**src/sv/e2q_pkg.sv**
```systemverilog
// Shared constants, types and CORDIC table for the Euler-to-quaternion core.
`default_nettype none
package e2q_pkg;

  localparam int CORDIC_STAGES = 16;
  localparam int ANGLE_BITS    = 16;
  localparam int TABLE_LEN     = 24;
  localparam int NUM_STAGES    = (CORDIC_STAGES < TABLE_LEN) ? CORDIC_STAGES : TABLE_LEN;
  localparam int STAGE_W       = $clog2(TABLE_LEN);
  localparam int XY_W          = 33;
  localparam int Z_W           = ANGLE_BITS + 3;
  localparam int SC            = ANGLE_BITS - 16;
  localparam logic signed [XY_W-1:0] CORDIC_GAIN = XY_W'(64'sd652032874);

  typedef logic signed [XY_W-1:0] xy_t;
  typedef logic signed [Z_W-1:0]  ang_t;

  // One angle lane inside a CORDIC cell.
  typedef struct packed {
    xy_t  x;
    xy_t  y;
    ang_t z;
  } lane_t;

  typedef struct packed {
    lane_t yaw;
    lane_t pitch;
    lane_t roll;
  } cell_t;

  function automatic logic [31:0] atan_raw(input int i);
    logic [31:0] r;
    r = 32'd0;
    case (i)
      0:  r = 32'd536870912;
      1:  r = 32'd316933406;
      2:  r = 32'd167458907;
      3:  r = 32'd85004756;
      4:  r = 32'd42667331;
      5:  r = 32'd21354465;
      6:  r = 32'd10679838;
      7:  r = 32'd5340245;
      8:  r = 32'd2670163;
      9:  r = 32'd1335087;
      10: r = 32'd667544;
      11: r = 32'd333772;
      12: r = 32'd166886;
      13: r = 32'd83443;
      14: r = 32'd41722;
      15: r = 32'd20861;
      16: r = 32'd10430;
      17: r = 32'd5215;
      18: r = 32'd2608;
      19: r = 32'd1304;
      20: r = 32'd652;
      21: r = 32'd326;
      22: r = 32'd163;
      23: r = 32'd81;
      default: r = 32'd0;
    endcase
    return r;
  endfunction

  // Arctangent brought to the angle scale, rounded half up.
  function automatic ang_t atan_entry(input int i);
    logic [32:0] t;
    t = {1'b0, atan_raw(i)} + (33'd1 << (30 - ANGLE_BITS));
    return Z_W'(t >> (31 - ANGLE_BITS));
  endfunction

  function automatic ang_t start_angle(input logic signed [15:0] a);
    if (SC >= 0) begin
      return ang_t'(a) <<< SC;
    end else begin
      return ang_t'(a >>> (-SC));
    end
  endfunction

endpackage
`default_nettype wire

```
**src/sv/e2q_cell.sv**
```systemverilog
// One CORDIC rotation cell for three angle lanes, registered.
`default_nettype none
module e2q_cell
  import e2q_pkg::*;
(
  input  wire logic               clk_i,
  input  wire logic               en_i,
  input  wire logic [STAGE_W-1:0] stage_i,
  input  wire cell_t              cell_i,
  output cell_t                   cell_o
);

  // stage_i is tied per position in the chain, so both fold to constants
  ang_t atan_c;

  assign atan_c = atan_entry(int'(stage_i));

  function automatic lane_t rot(input lane_t l, input logic [STAGE_W-1:0] sh,
                                input ang_t at);
    lane_t r;
    xy_t   xs;
    xy_t   ys;
    xs = l.x >>> sh;
    ys = l.y >>> sh;
    if (!l.z[Z_W-1]) begin
      r.x = l.x - ys;
      r.y = l.y + xs;
      r.z = l.z - at;
    end else begin
      r.x = l.x + ys;
      r.y = l.y - xs;
      r.z = l.z + at;
    end
    return r;
  endfunction

  cell_t cell_q;

  always_ff @(posedge clk_i) begin
    if (en_i) begin
      cell_q.yaw   <= rot(cell_i.yaw, stage_i, atan_c);
      cell_q.pitch <= rot(cell_i.pitch, stage_i, atan_c);
      cell_q.roll  <= rot(cell_i.roll, stage_i, atan_c);
    end
  end

  assign cell_o = cell_q;

endmodule
`default_nettype wire

```
**config.mk**
```make
export PLATFORM = sky130hd
export DESIGN_NAME = e2q_cell
export DESIGN_NICKNAME = d
export VERILOG_FILES = /design/src/sv/e2q_pkg.sv /design/src/sv/e2q_cell.sv
export SDC_FILE = /design/constraint.sdc
export NUM_CORES = 2
export LEC_CHECK = 0
export BUFFER_PORTS_ARGS = -buffer_cell sky130_fd_sc_hd__buf_2
export CAP_MARGIN = 20
export CORE_ASPECT_RATIO = 0.8
export CORE_UTILIZATION = 25
export CTS_BUF_LIST = sky130_fd_sc_hd__clkbuf_8
export DETAILED_ROUTE_END_ITERATION = 8
export SLEW_MARGIN = 15
export SYNTH_ARGS = -nofsm -noshare
export SYNTH_HDL_FRONTEND = slang
export SYNTH_SLANG_ARGS = --single-unit
```
**constraint.sdc**
```tcl
create_clock -name clk_i -period 9.56 [get_ports clk_i]
set_input_delay 1.434 -clock clk_i [delete_from_list [all_inputs] [get_ports clk_i]]
set_output_delay 1.434 -clock clk_i [all_outputs]
set_load 0.05 [all_outputs]
```
==> results.md <==
- # port buffers: 516
- Drt pass-1 iters: 6
- Fraction of registers with async set or reset after synthesis: 0%
- Area leader, netlist: edfxtp_1
- Initial antenna violation count: 28
- Via density: 5.70
- Final period util: 81.9%
- Seq cells post-synth: 255
- Max-slew violations: 0
- Synthesized area: 0.0385 mm2
- Peak supply drop: 0.132 mV
- PD cells: 178 mW/mm2
- Core ar.: 0.152 mm2
- Total Nets Final: 5,156
- Final setup viols: 0
- GR Util All Layers: 21.4%
- # IOs: 517
- CP required: 10.03 ns
- Multi-input combinational cell area: 0.0292 mm2
- Vias in the first global route: 36.4k
- Fmax: 0.128 GHz
- CTS Buf Count: 50
- H-tree depth: 2
- Critical path class: input pin to register
- Reg clk slew, reported paths: 0.06 ns
- Most instantiated cells after synthesis: a21oi_1, nand2_1, nor2_1, xnor2_1, ha_1
- Post-Syn Instances: 4,224
- Via count: 38.1k
- Die area: 0.155 mm2
- Pin count of the biggest net entering global routing: 110
- Most common cell in the netlist: a21oi_1
- DRT Wirelength: 174,000 um
- First-pass GRT wire length: 248,000 um
- Setup TNS Final: 0 ns
- Crit end category: register
- Register area: 0.00766 mm2
- Die width: 441 um
- Largest stage delay on the critical path: 0.77 ns
- DP HPWL: 137,000 um
- Static Leak: 17.6 nW
- Tot Pwr: 7.84 mW
- Fin area: 0.0441 mm2
- Relative slew slack: 16.3%
- DRC errors left: 0
- Synth top area share: 19.9%
- Grt ovf: 0
- Startpoint Class: input pin
- YS warnings: 0
- Filler cell count in the final layout: 16.2k
- Cts repair resizes: 0
- Crit path max fanout: 109
- Critical path arrival: 8.30 ns
- Wirelength per Cell: 26.1 um
- Post-synth top flop: edfxtp_1
- Status: finished, final reports clean
- Row count: 128
- Die Y: 353 um
- Antenna Violating Nets Remaining: 0
- Register area share after synthesis: 19.9%
- Max FFs per register: 255
- Worst Hold Class: input pin to register
- Maxcap violations: 0
- Root Buffer: clkbuf_8
- Post-DP Area: 0.0430 mm2
- Top cells by area, synth: edfxtp_1, mux4_2, ha_1
- Post-Syn Nets: 4,758
- Critical path's slowest cell: a221oi_1
- Clock sinks: 255
- Starting Density: 25.2%
- Post-synth EDFFs: 255
- Syn_area_per_cell: 9.11 um2
- Min cycle time layout: 7.83 ns
- Drt initial violations: 4,343
- Layout cells sized above 1: 23.1%
- CTS max path bufs: 3
- Fin. Hold Viols: 0
- Setup bufs post-CTS: 0
- Most used cell, CP: a21oi_1
- CP cell instances: buf_8 -> buf_4 -> mux4_2 -> a222oi_1 -> o21ai_0 -> a221oi_1 -> and2_1 -> and3_1 -> a21oi_1 -> xor2_1 -> ha_1 -> and3_1 -> a221oi_1 -> o31ai_1 -> a211o_1 -> a21oi_1 -> o21ai_0 -> a2111o_1 -> a31o_2 -> a21oi_1 -> xnor2_1
- CTS tree: yes
- Post-synth cell types: 106
- GP Congestion: 1.00
- P&R area growth vs syn: 14.7%
- RSZ-0062 raised after global routing: false
- Cts hold-fix bufs: 0
- Worst-Margin Slew: 1.26 ns
## layer usage
layer / part of all wire [%] / track usage [%] / vias up
met5: 0.096 / 0 / -
met4: 3.3 / 6.72 / 24
met3: 11 / 6.40 / 398
met2: 44 / 32.9 / 2141
met1: 42 / 28.4 / 18500
li1: - / - / 17100
## power breakdown
group / total, mW / switching (mW) / internal (mW) / leakage, nW
logic: 4.82 / 3.27 / 1.55 / 14.5
registers: 1.80 / 0.102 / 1.70 / 2.50
clock network: 1.22 / 0.560 / 0.656 / 0.570
total: 7.84 / 3.94 / 3.90 / 17.6
## final cells by class
| class | count | area share [%] |
|---|---|---|
| Inverter | 105 | 0.905 |
| Tap cell | 2015 | 5.71 |
| Sequential cell | 255 | 17.4 |
| Clock buffer | 50 | 1.56 |
| Timing Repair Buffer | 587 | 7.37 |
| Clock inverter | 43 | 0.822 |
| Antenna cell | 14 | 0.0794 |
| Multi-Input combinational cell | 3623 | 66.2 |
## logic make-up after synthesis
family	count (synthesis)	share of synthesized area, %
buffers and inverters	346	4.30
AND/OR/NAND/NOR	1194	15.1
adder cells (fa/ha/maj)	272	9.02
multiplexers	507	20.9
flip-flops	255	19.9
XOR/XNOR	428	9.74
AO/OA/AOI/OAI	1222	21.0
## through the flow
| stage | setup WS [ns] | std cells | hold slack, ns | util, % |
|---|---|---|---|---|
| finish | 1.73 | 6692 | 1.02 | 28.9 |
| global route | 1.31 | 6689 | 0.960 | 28.9 |
| CTS | 1.91 | 6678 | 0.917 | 28.9 |
| detailed placement | 1.17 | 6585 | 1.74 | 28.2 |
| global placement | 1.18 | 6585 | 1.74 | 28.2 |
| floorplan | 1.96 | 4224 | 1.55 | - |
## placed cells by master (no fill, tap or decap), drive strengths merged, types with 31 or more instances in the layout
| cell | instances |
|---|---|
| a211oi | 51 |
| a21o | 101 |
| a21oi | 353 |
| a22oi | 31 |
| a31oi | 66 |
| and2 | 46 |
| and3 | 46 |
| buf | 587 |
| clkbuf | 50 |
| edfxtp | 255 |
| ha | 263 |
| inv | 116 |
| mux2 | 107 |
| mux2i | 175 |
| mux4 | 225 |
| nand2 | 349 |
| nand2b | 52 |
| nand3 | 85 |
| nor2 | 345 |
| nor2b | 61 |
| nor3 | 66 |
| o21a | 49 |
| o21ai | 197 |
| o21bai | 34 |
| o22ai | 44 |
| xnor2 | 285 |
| xor2 | 143 |
## worst paths after layout
| check | end | depth (start not counted) | startpoint |
|---|---|---|---|
| max | cell_o[49] | 21 | stage_i[2] |
| min | cell_o[170] | 2 | cell_i[170] |
## worst max-delay path: cells and delay by family
kind                     cells  cell delay, ns
buffers and inverters        2            1.25
multiplexers                 1            0.44
AO/OA/AOI/OAI               12            3.62
AND/OR/NAND/NOR              3            0.81
XOR/XNOR                     2            0.27
adder cells (fa/ha/maj)      1            0.36
Note: power is estimated with default switching activity, not from simulation.
